===== config.mk =====
export PLATFORM = sky130hd
export DESIGN_NAME = le_entry_table_bundle_parser
export DESIGN_NICKNAME = d
export VERILOG_FILES = /design/src/hw/rtl/letbp_pkg.sv /design/src/hw/rtl/letbp_parser.sv /design/src/hw/rtl/le_entry_table_bundle_parser.sv
export SDC_FILE = /design/constraint.sdc
export NUM_CORES = 1
export LEC_CHECK = 0
export BUFFER_PORTS_ARGS = -buffer_cell sky130_fd_sc_hd__buf_2
export CORE_UTILIZATION = 35
export DETAILED_ROUTE_END_ITERATION = 10
export PLACE_DENSITY = 0.56
export SLEW_MARGIN = 10
export SYNTH_ARGS = -nofsm -noshare
export SYNTH_HDL_FRONTEND = slang
export SYNTH_HIERARCHICAL = 1
export SYNTH_SLANG_ARGS = --single-unit

===== constraint.sdc =====
create_clock -name clk -period 7.4 [get_ports clk]
set_input_delay 1.85 -clock clk [delete_from_list [all_inputs] [get_ports clk]]
set_output_delay 1.85 -clock clk [all_outputs]
set_load 0.02 [all_outputs]

===== src/hw/rtl/letbp_pkg.sv =====
// Shared constants for the LE entry table bundle parser.
// Used by letbp_parser and le_entry_table_bundle_parser; no dependencies.
`default_nettype none

package letbp_pkg;

	localparam int ORDINAL_BITS_DEFAULT = 16;
	localparam int OFFSET_BITS_DEFAULT  = 16;

	localparam int BYTE_W  = 8;
	localparam int KIND_W  = 2;
	localparam int OBJ_W   = 16;
	localparam int RUN_W   = 8;
	localparam int INDEX_W = 3;

	// Bundle type codes as they appear in the type byte.
	localparam logic [BYTE_W-1:0] KIND_UNUSED = 8'd0;
	localparam logic [BYTE_W-1:0] KIND_16BIT  = 8'd1;
	localparam logic [BYTE_W-1:0] KIND_32BIT  = 8'd3;

	// Entry sizes: flags byte plus a 2-byte or 4-byte offset.
	localparam logic [INDEX_W-1:0] ENTRY_BYTES_16 = 3'd3;
	localparam logic [INDEX_W-1:0] ENTRY_BYTES_32 = 3'd5;

endpackage

`default_nettype wire


===== src/hw/rtl/letbp_parser.sv =====
// Bundle recognizer: holds the parse state and turns one table byte into
// at most one result per step. Depends on letbp_pkg.
`default_nettype none

module letbp_parser import letbp_pkg::*; #(
	parameter int ORDINAL_BITS = ORDINAL_BITS_DEFAULT,
	parameter int OFFSET_BITS  = OFFSET_BITS_DEFAULT
) (
	input  wire logic                    clk,
	input  wire logic                    arst_n,
	input  wire logic                    step,
	input  wire logic [BYTE_W-1:0]       table_byte,
	input  wire logic                    last_byte,
	output logic                         emit,
	output logic [ORDINAL_BITS-1:0]      first_ordinal,
	output logic [RUN_W-1:0]             run_length,
	output logic [KIND_W-1:0]            entry_kind,
	output logic [OBJ_W-1:0]             object_number,
	output logic [OFFSET_BITS-1:0]       byte_offset
);

	localparam int ORD_W = ORDINAL_BITS + 1;
	localparam logic [ORD_W-1:0] ORD_LIMIT = {1'b1, {ORDINAL_BITS{1'b0}}};
	localparam logic [OFFSET_BITS-1:0] OFF_MAX = {OFFSET_BITS{1'b1}};

	typedef enum logic [2:0] {
		PH_COUNT,
		PH_TYPE,
		PH_OBJ_LO,
		PH_OBJ_HI,
		PH_ENTRY
	} phase_t;

	phase_t                 phase_q, phase_d;
	logic [RUN_W-1:0]       left_q, left_d;
	logic [KIND_W-1:0]      kind_q, kind_d;
	logic [OBJ_W-1:0]       obj_q, obj_d;
	logic [ORD_W-1:0]       ord_q, ord_d;
	logic [OFFSET_BITS-1:0] pos_q, pos_d;
	logic [INDEX_W-1:0]     idx_q, idx_d;
	logic [OFFSET_BITS-1:0] start_q, start_d;
	logic                   ended_q, ended_d;

	logic [ORD_W-1:0]       ord_sum;
	logic [ORD_W-1:0]       ord_room;
	logic [INDEX_W-1:0]     idx_inc;
	logic [INDEX_W-1:0]     entry_size;
	logic [RUN_W-1:0]       left_dec;
	logic                   ord_full;

	assign ord_full   = ord_q[ORDINAL_BITS];
	assign ord_sum    = ord_q + ORD_W'(left_q);
	assign ord_room   = ORD_LIMIT - ord_q;
	assign idx_inc    = idx_q + 3'd1;
	assign entry_size = (kind_q == KIND_32BIT[KIND_W-1:0]) ? ENTRY_BYTES_32 : ENTRY_BYTES_16;
	assign left_dec   = (left_q != '0) ? left_q - 8'd1 : left_q;

	always_comb begin
		phase_d = phase_q;
		left_d  = left_q;
		kind_d  = kind_q;
		obj_d   = obj_q;
		ord_d   = ord_q;
		pos_d   = pos_q;
		idx_d   = idx_q;
		start_d = start_q;
		ended_d = ended_q;

		emit          = 1'b0;
		first_ordinal = ord_q[ORDINAL_BITS-1:0];
		run_length    = 8'd1;
		entry_kind    = kind_q;
		object_number = obj_q;
		byte_offset   = start_q;

		if (step) begin
			if (!ended_q) begin
				unique case (phase_q)
					PH_COUNT: begin
						if (table_byte == '0 || last_byte) begin
							ended_d = 1'b1;
						end else begin
							left_d  = table_byte;
							phase_d = PH_TYPE;
						end
					end
					PH_TYPE: begin
						if (last_byte) begin
							ended_d = 1'b1;
						end else if (table_byte == KIND_UNUSED) begin
							if (!ord_full) begin
								emit          = 1'b1;
								entry_kind    = KIND_UNUSED[KIND_W-1:0];
								object_number = '0;
								byte_offset   = (pos_q == OFF_MAX) ? OFF_MAX : pos_q + 1'b1;
								// A run that crosses the ordinal limit is cut to fit.
								if (ord_sum > ORD_LIMIT) begin
									run_length = ord_room[RUN_W-1:0];
									ord_d      = ORD_LIMIT;
								end else begin
									run_length = left_q;
									ord_d      = ord_sum;
								end
							end
							phase_d = PH_COUNT;
						end else if (table_byte == KIND_16BIT || table_byte == KIND_32BIT) begin
							kind_d  = table_byte[KIND_W-1:0];
							phase_d = PH_OBJ_LO;
						end else begin
							ended_d = 1'b1;
						end
					end
					PH_OBJ_LO: begin
						obj_d   = {8'h00, table_byte};
						phase_d = PH_OBJ_HI;
					end
					PH_OBJ_HI: begin
						obj_d   = {table_byte, obj_q[7:0]};
						idx_d   = '0;
						phase_d = PH_ENTRY;
					end
					PH_ENTRY: begin
						if (idx_q == '0) begin
							start_d = pos_q;
						end
						if (idx_inc >= entry_size) begin
							idx_d = '0;
							if (!ord_full) begin
								emit  = 1'b1;
								ord_d = ord_q + 1'b1;
							end
							left_d = left_dec;
							if (left_dec == '0) begin
								phase_d = PH_COUNT;
							end
						end else begin
							idx_d = idx_inc;
						end
					end
					default: begin
						phase_d = PH_COUNT;
					end
				endcase
			end

			pos_d = (pos_q == OFF_MAX) ? OFF_MAX : pos_q + 1'b1;

			// The last byte closes the table; the next byte starts a fresh one.
			if (last_byte) begin
				phase_d = PH_COUNT;
				left_d  = '0;
				kind_d  = '0;
				obj_d   = '0;
				ord_d   = '0;
				pos_d   = '0;
				idx_d   = '0;
				start_d = '0;
				ended_d = 1'b0;
			end
		end
	end

	always_ff @(posedge clk or negedge arst_n) begin
		if (!arst_n) begin
			phase_q <= PH_COUNT;
			left_q  <= '0;
			kind_q  <= '0;
			obj_q   <= '0;
			ord_q   <= '0;
			pos_q   <= '0;
			idx_q   <= '0;
			start_q <= '0;
			ended_q <= 1'b0;
		end else begin
			phase_q <= phase_d;
			left_q  <= left_d;
			kind_q  <= kind_d;
			obj_q   <= obj_d;
			ord_q   <= ord_d;
			pos_q   <= pos_d;
			idx_q   <= idx_d;
			start_q <= start_d;
			ended_q <= ended_d;
		end
	end

endmodule

`default_nettype wire


===== src/hw/rtl/le_entry_table_bundle_parser.sv =====
// LE entry table bundle parser, top level. A byte goes through the input
// register and the combinational parse step into the result register.
// Throughput: one byte per cycle while the result register is free or
// drains, set by the parse step between the two registers. Reset (arst_n
// low) clears all parse state; the block expects a count byte afterwards.
`default_nettype none

module le_entry_table_bundle_parser import letbp_pkg::*; #(
	parameter int ORDINAL_BITS = ORDINAL_BITS_DEFAULT,
	parameter int OFFSET_BITS  = OFFSET_BITS_DEFAULT
) (
	input  wire logic                    clk,
	input  wire logic                    arst_n,
	input  wire logic                    in_valid,
	output logic                         in_ready,
	input  wire logic [BYTE_W-1:0]       table_byte,
	input  wire logic                    last_byte,
	output logic                         out_valid,
	input  wire logic                    out_ready,
	output logic [ORDINAL_BITS-1:0]      first_ordinal,
	output logic [RUN_W-1:0]             run_length,
	output logic [KIND_W-1:0]            entry_kind,
	output logic [OBJ_W-1:0]             object_number,
	output logic [OFFSET_BITS-1:0]       byte_offset
);

	logic                    valid_s1;
	logic [BYTE_W-1:0]       byte_s1;
	logic                    last_s1;

	logic                    advance;
	logic                    emit;
	logic [ORDINAL_BITS-1:0] ord_c;
	logic [RUN_W-1:0]        run_c;
	logic [KIND_W-1:0]       kind_c;
	logic [OBJ_W-1:0]        obj_c;
	logic [OFFSET_BITS-1:0]  off_c;

	logic                    out_valid_q;
	logic [ORDINAL_BITS-1:0] ord_q;
	logic [RUN_W-1:0]        run_q;
	logic [KIND_W-1:0]       kind_q;
	logic [OBJ_W-1:0]        obj_q;
	logic [OFFSET_BITS-1:0]  off_q;

	// The staged item moves on whenever the result register is free or drains.
	assign advance  = valid_s1 && (!out_valid_q || out_ready);
	assign in_ready = !valid_s1 || advance;

	always_ff @(posedge clk or negedge arst_n) begin
		if (!arst_n) begin
			valid_s1 <= 1'b0;
		end else if (in_ready) begin
			valid_s1 <= in_valid;
		end
	end

	always_ff @(posedge clk) begin
		if (in_ready && in_valid) begin
			byte_s1 <= table_byte;
			last_s1 <= last_byte;
		end
	end

	letbp_parser #(
		.ORDINAL_BITS (ORDINAL_BITS),
		.OFFSET_BITS  (OFFSET_BITS)
	) u_parser (
		.clk           (clk),
		.arst_n        (arst_n),
		.step          (advance),
		.table_byte    (byte_s1),
		.last_byte     (last_s1),
		.emit          (emit),
		.first_ordinal (ord_c),
		.run_length    (run_c),
		.entry_kind    (kind_c),
		.object_number (obj_c),
		.byte_offset   (off_c)
	);

	always_ff @(posedge clk or negedge arst_n) begin
		if (!arst_n) begin
			out_valid_q <= 1'b0;
		end else if (!out_valid_q || out_ready) begin
			out_valid_q <= advance && emit;
		end
	end

	always_ff @(posedge clk) begin
		if (advance && emit) begin
			ord_q  <= ord_c;
			run_q  <= run_c;
			kind_q <= kind_c;
			obj_q  <= obj_c;
			off_q  <= off_c;
		end
	end

	assign out_valid     = out_valid_q;
	assign first_ordinal = ord_q;
	assign run_length    = run_q;
	assign entry_kind    = kind_q;
	assign object_number = obj_q;
	assign byte_offset   = off_q;

`ifndef SYNTHESIS
	a_run_nonzero: assert property (@(posedge clk) disable iff (!arst_n)
		out_valid |-> run_length != '0)
		else $error("result with zero run length");

	a_kind_legal: assert property (@(posedge clk) disable iff (!arst_n)
		out_valid |-> (entry_kind == KIND_UNUSED[KIND_W-1:0]
			|| entry_kind == KIND_16BIT[KIND_W-1:0]
			|| entry_kind == KIND_32BIT[KIND_W-1:0]))
		else $error("result with unknown bundle type");

	a_entry_single: assert property (@(posedge clk) disable iff (!arst_n)
		out_valid && entry_kind != KIND_UNUSED[KIND_W-1:0] |-> run_length == 8'd1)
		else $error("entry result covers more than one ordinal");

	a_ready_when_empty: assert property (@(posedge clk) disable iff (!arst_n)
		!out_valid |-> in_ready)
		else $error("input stalled while result register is empty");
`endif

endmodule

`default_nettype wire

==> Word level (Yosys, flattened, before mapping) <==
Index checks and enable logic that the tools add are counted.
{ "totals": {"reg_bits": 151, "in_bits": 13, "elab_cells": 155, "output_inout_bits": 60} }
{ "op_classes": {"n_reduce_logical": 33, "bitwise_logic": 3, "n_lt_le_gt_ge": 2, "eq_ne": 18, "n_mux": 73, "addsub": 6} }
{ "op_table": {"columns": ["cell", "count"], "rows": [
  ["16-bit two-way mux", 20],
  ["17-bit two-way mux", 7],
  ["8-bit two-way mux", 6],
  ["17-bit case mux with 2 select lines", 1],
  ["3-bit two-way mux", 11],
  ["16-bit case mux with 2 select lines", 1],
  ["2-bit two-way mux", 11],
  ["17-bit by 1-bit adder with 17-bit output (second input constant)", 1],
  ["17-bit by 8-bit adder with 17-bit output", 1],
  ["17-bit greater-than comparator (second input constant)", 1],
  ["16-bit by 1-bit adder with 16-bit output (second input constant)", 1],
  ["16-bit == test (second input constant)", 1],
  ["8-bit zero test", 2],
  ["8-bit case mux with 2 select lines", 1],
  ["3-bit case mux with 5 select lines", 1],
  ["5-bit AND reduction", 3],
  ["3-bit nonzero test", 4],
  ["1-bit two-way mux", 11],
  ["2-bit nonzero test", 5],
  ["3-bit by 2-bit != test with 1-bit output (second input constant)", 3],
  ["3-bit != test (second input constant)", 3],
  ["8-bit by 1-bit == test with 1-bit output (second input constant)", 1],
  ["8-bit by 2-bit == test with 1-bit output (second input constant)", 1],
  ["4-bit AND reduction", 2],
  ["other kinds (22)", 36]
]} }

==> Longest topological paths before layout <==
{ "depth": {"depth_word": 8, "ltp_mapped": 15, "ltp_nobuf": 14} }

==> Hierarchy <==
Netlist, hierarchy kept.
{ "modules_own_cells": {"columns": ["module", "seq_area_each_um2", "area_each_um2", "instances", "cells_per_inst"], "rows": [
  ["letbp_parser", 2052.0, 5983.2, 1, 722],
  ["le_entry_table_bundle_parser", 2062.0, 2123.3, 1, 77]
]} }

==> Least setup slack after synthesis <==
OpenSTA, ideal clock, no wires.
{ "synth_path": {"path_kind": "input-to-reg", "from": "in out_ready", "to": "reg off_q[0], in the netlist byte_offset[0], enable pin", "setup_time_ps": 481, "required_ps": 6919, "path_buffers": 1, "cell_stages": 9, "t_arrival_ps": 5552, "slack_ps": 1367, "cell_sequence": "nand2b_1 and2_1 nand2b_1 nor2_1 nand3_1 clkbuf_1 o41ai_1 nand2_1 nor2b_1"} }
{ "synth_via": {"elab_chain_cells": 4} }
{ "synth_rtl": {"columns": ["element", "line", "rtl"], "rows": [
  ["start: declaration", "le_entry_table_bundle_parser.sv:19", "input wire logic out_ready,"],
  ["1-bit logical OR", "le_entry_table_bundle_parser.sv:47", "assign advance = valid_s1 && (!out_valid_q || out_ready);"],
  ["1-bit logical AND", "le_entry_table_bundle_parser.sv:47", null],
  ["via advance", "le_entry_table_bundle_parser.sv:31", "logic advance;"],
  ["1-bit two-way mux", "letbp_parser.sv:76", "if (step) begin"],
  ["via emit", "le_entry_table_bundle_parser.sv:32", "logic emit;"],
  ["1-bit logical AND", "le_entry_table_bundle_parser.sv:91", "if (advance && emit) begin"],
  ["end signal: assignment", "le_entry_table_bundle_parser.sv:96", "off_q <= off_c;"],
  ["end: declaration", "le_entry_table_bundle_parser.sv:44", "logic [OFFSET_BITS-1:0] off_q;"]
]} }
The timed path passes the listed nets, and every way through them passes these cells.
A chain may end at the register's enable or synchronous reset.

==> Final worst setup path <==
{ "layout_path": {"from": "in out_ready", "to": "reg ord_q[8], in the netlist first_ordinal[8], enable pin"} }
{ "layout_via": {"elab_chain_cells": 4} }
{ "layout_rtl": {"columns": ["element", "line", "rtl"], "rows": [
  ["1-bit logical OR", "le_entry_table_bundle_parser.sv:47", null],
  ["1-bit logical AND", "le_entry_table_bundle_parser.sv:47", null],
  ["via advance", "le_entry_table_bundle_parser.sv:31", null],
  ["1-bit two-way mux", "letbp_parser.sv:76", null],
  ["via emit", "le_entry_table_bundle_parser.sv:32", null],
  ["1-bit logical AND", "le_entry_table_bundle_parser.sv:91", null],
  ["end signal: assignment", "le_entry_table_bundle_parser.sv:92", "ord_q <= ord_c;"],
  ["end: declaration", "le_entry_table_bundle_parser.sv:40", "logic [ORDINAL_BITS-1:0] ord_q;"]
]} }
The timed path passes the listed nets, and every way through them passes these cells.

==> results.cfg <==
[run_status]
status = completed

[worst_setup_path]
r2r-end = run_length[3]
critPathLaunchType = input port
cp_max_fo = 33
arrival_ps = 4650
reg2reg_setup_slack_ps = 3370
startpoint = out_ready
cp-endpoint = first_ordinal[8]
reg2reg_from = u_parser/ord_q[0]
reg2reg_depth = 13
end_kind = flop
cp.required_ps = 7480
critical_path_class = in2reg

[power]
p_clk_share_pct = 36.0
p_sw_share_pct = 32.0
power.share.sequential_pct = 44.0
power_density_mw_per_mm2 = 258
ir_drop_uv = 183
p_int_mw = 1.60
power.switching_mw = 0.754
power_mw = 2.36
cellLeakagePower_nw = 3.89
p_comb_share_pct = 20.0

[synthesis]
synth_seq_area_share_pct = 50.7
synthCells = 799
ys_warn_count = 6
synth_edf_count = 67
yosys_most_used_dff = dfrtp_1
syn_avg_cell_area_um2 = 10.1
yosysUniqueCellTypes = 86
syn-num-nets = 831
syn_area_mm2 = 0.00811
async_flop_share_pct = 55.6
synth_seq_cells = 151

[sta]
fin_tns_setup_ps = 0
final_max_slew_viol_count = 0
max_freq_ghz = 0.219
fin_crit_sh_pct = 61.8
setup_violations = 0
slew_headroom_pct = 27.8
fin_crit_ps = 4570
finalHoldWorstSlack_ps = 468
rsz0062_at_grt = no
skew_ps = 9.83
hold_viol_final = 0
worst_pin_slew_ps = 1080

[global_routing]
grt_pass1_wl_mm = 31.5
grt_pass1_vias = 5662
grt_overflow_total = 0
grt_max_degree = 76
grt_usage_pct = 17.0
antenna_found_initial = 0

[route]
routedWlPerCell_um = 17.6
drtIter0Drc = 517
wl_mm = 19.8
vias_per_cell = 5.49
route.detailed.drc = 0
antenna_left = 0
dr.pass1.iters = 5
via_count = 6208

[min_path]
hold_path.class = reg2reg

[floorplan]
core_region_area_mm2 = 0.0227
dieArea_mm2 = 0.0238
initial_utilization_pct = 35.7
die_x_um = 154
fp-row-count = 55
die_h_um = 154
io_pins = 73

[placed_design]
placed_area_mm2 = 0.00856
routabilityCongestion = 0.828
dpl.cell_count = 1098
hpwl_mm = 13.2
port_buffers = 72

[clock_network]
cts-root-buf = clkbuf_16
cts_hold_buf = 0
cts_setup_buffers = 0
clock_latency_ps = 430
cts_max_level = 4
cts_buffers = 17
cts_resized = 0
cts_tree = built
clock_path_buffers = 2
clock-sinks = 151
clkTransAtPathRegs_ps = 70

[final_layout]
instances_no_fill = 1130
postLayoutCellArea_mm2 = 0.00914
n_fill_cell = 2202
nets = 864
n_antenna_cell = 0
drive_gt1_share_pct = 16.7
syn2layout_area_growth_pct = 12.7

[run]
drv_cap = 0
[metrics by stage]
| stage | util (%) | setup WS [ps] |
|---|---|---|
| 2_1_floorplan | - | 1370 |
| 3_3_place_gp | 37.7 | 2380 |
| 6_report | 40.2 | 2830 |
| 4_1_cts | 40.2 | 2750 |
| 3_5_place_dp | 37.7 | 2300 |
| 5_1_grt | 40.2 | 2580 |
[cell usage in the layout, fill, tap and decap left out, types with 10 or more instances in the layout]
master	count
a21oi_1	63
a22o_1	26
and2_1	23
and3_1	14
buf_2	71
buf_4	10
clkbuf_16	17
dfrtp_1	84
edfxtp_1	67
ha_1	18
inv_1	20
mux2i_1	10
nand2_1	65
nand2b_1	11
nand3_1	16
nor2_1	73
nor3_1	16
o21ai_0	51
xnor2_1	19
xor2_1	13
[metal layers]
metal / vias to the layer above / part of all wire (%) / global-route usage [%]
li1: 2980 / - / -
met1: 3054 / 51 / 25.9
met2: 152 / 43 / 23.9
met3: 22 / 4.0 / 3.28
met4: 0 / 1.3 / 5.24
met5: - / 0 / 0
[how the worst min path moves through the flow]
stage                      startpoint                 to  slack, ps  depth (start not counted)
global route        u_parser/obj_q[0]  u_parser/obj_q[0]        500                          2
detailed placement  u_parser/obj_q[1]  u_parser/obj_q[1]        460                          2
global placement    u_parser/obj_q[3]  u_parser/obj_q[3]        450                          2
CTS                 u_parser/obj_q[1]  u_parser/obj_q[1]        480                          2
finish              u_parser/obj_q[3]  u_parser/obj_q[3]        470                          2
floorplan           u_parser/obj_q[0]  u_parser/obj_q[0]        440                          2
[power groups by stage]
stage                     clock [mW]  combinational (mW)  sequential, mW
after global routing           0.901               0.528            1.05
after floorplan                    0               0.415           0.992
after global placement             0               0.464            1.05
final                          0.847               0.472            1.04
after CTS                      0.868               0.468            1.04
after detailed placement           0               0.465            1.05
[flip-flops by register name (all words and copies together) (netlist names)]
signal and cells:
byte_offset 16, byte_s1 8, entry_kind 2, first_ordinal 16, last_s1 1, object_number 16, out_valid 1, run_length 8
u_parser/ended_q 1, u_parser/idx_q 3, u_parser/kind_q 2, u_parser/left_q 8, u_parser/obj_q 16, u_parser/ord_q 17, u_parser/phase_q 3, u_parser/pos_q 16
u_parser/start_q 16, valid_s1 1
[cell usage after synthesis (4+ instances only)]
cell type / number / area share (%)
and2_1: 23 / 1.8
and3_1: 14 / 1.1
buf_4: 16 / 1.5
nor4_1: 4 / 0.31
nor3_1: 16 / 0.99
mux2i_1: 10 / 1.2
nand3_1: 16 / 0.99
nand2_1: 65 / 3.0
o21ai_1: 4 / 0.25
a31oi_1: 8 / 0.62
inv_1: 20 / 0.93
xnor2_1: 19 / 2.1
o31ai_1: 9 / 0.83
clkbuf_2: 4 / 0.25
dfrtp_1: 84 / 26
a21o_1: 9 / 0.83
a22oi_1: 4 / 0.37
clkbuf_1: 35 / 1.6
a22o_1: 26 / 2.8
a21oi_1: 63 / 3.9
xor2_1: 13 / 1.4
o211ai_1: 5 / 0.46
ha_1: 18 / 2.8
o21ai_0: 51 / 3.1
o41ai_1: 4 / 0.43
o21a_1: 5 / 0.46
edfxtp_1: 67 / 25
or3_1: 5 / 0.39
nand4_1: 8 / 0.62
buf_2: 9 / 0.56
nand2b_1: 11 / 0.85
nor2_1: 73 / 3.4
nor3b_1: 5 / 0.46
a31o_2: 5 / 0.54
[final cells by class]
type / instances / area [µm²] / area share [%]
clock inverters: 14 / 141 / 1.55
well taps: 285 / 357 / 3.90
flip-flops and latches: 151 / 4110 / 45.0
inverters: 21 / 78.8 / 0.863
clock buffers: 18 / 429 / 4.70
repair buffers: 81 / 430 / 4.71
multi-input cells: 560 / 3580 / 39.2
[logic make-up after synthesis]
group           Yosys count  synth area share (%)
simple gates            266                  17.0
compound gates          232                  19.1
flops                   151                  50.7
buf+inv                  88                  5.31
xor+xnor                 32                  3.46
fa+ha+maj                19                  3.03
mux                      11                  1.37
[worst max-delay path, cell delays in order]
cell,delay (ps)
buf_2,90
nand2b_1,130
and2_1,140
buf_4,310
nand2b_1,180
o41ai_1,510
nand2_1,180
nor2b_4,710
buf_4,490
No activity file was read; power rests on OpenSTA's default activity.
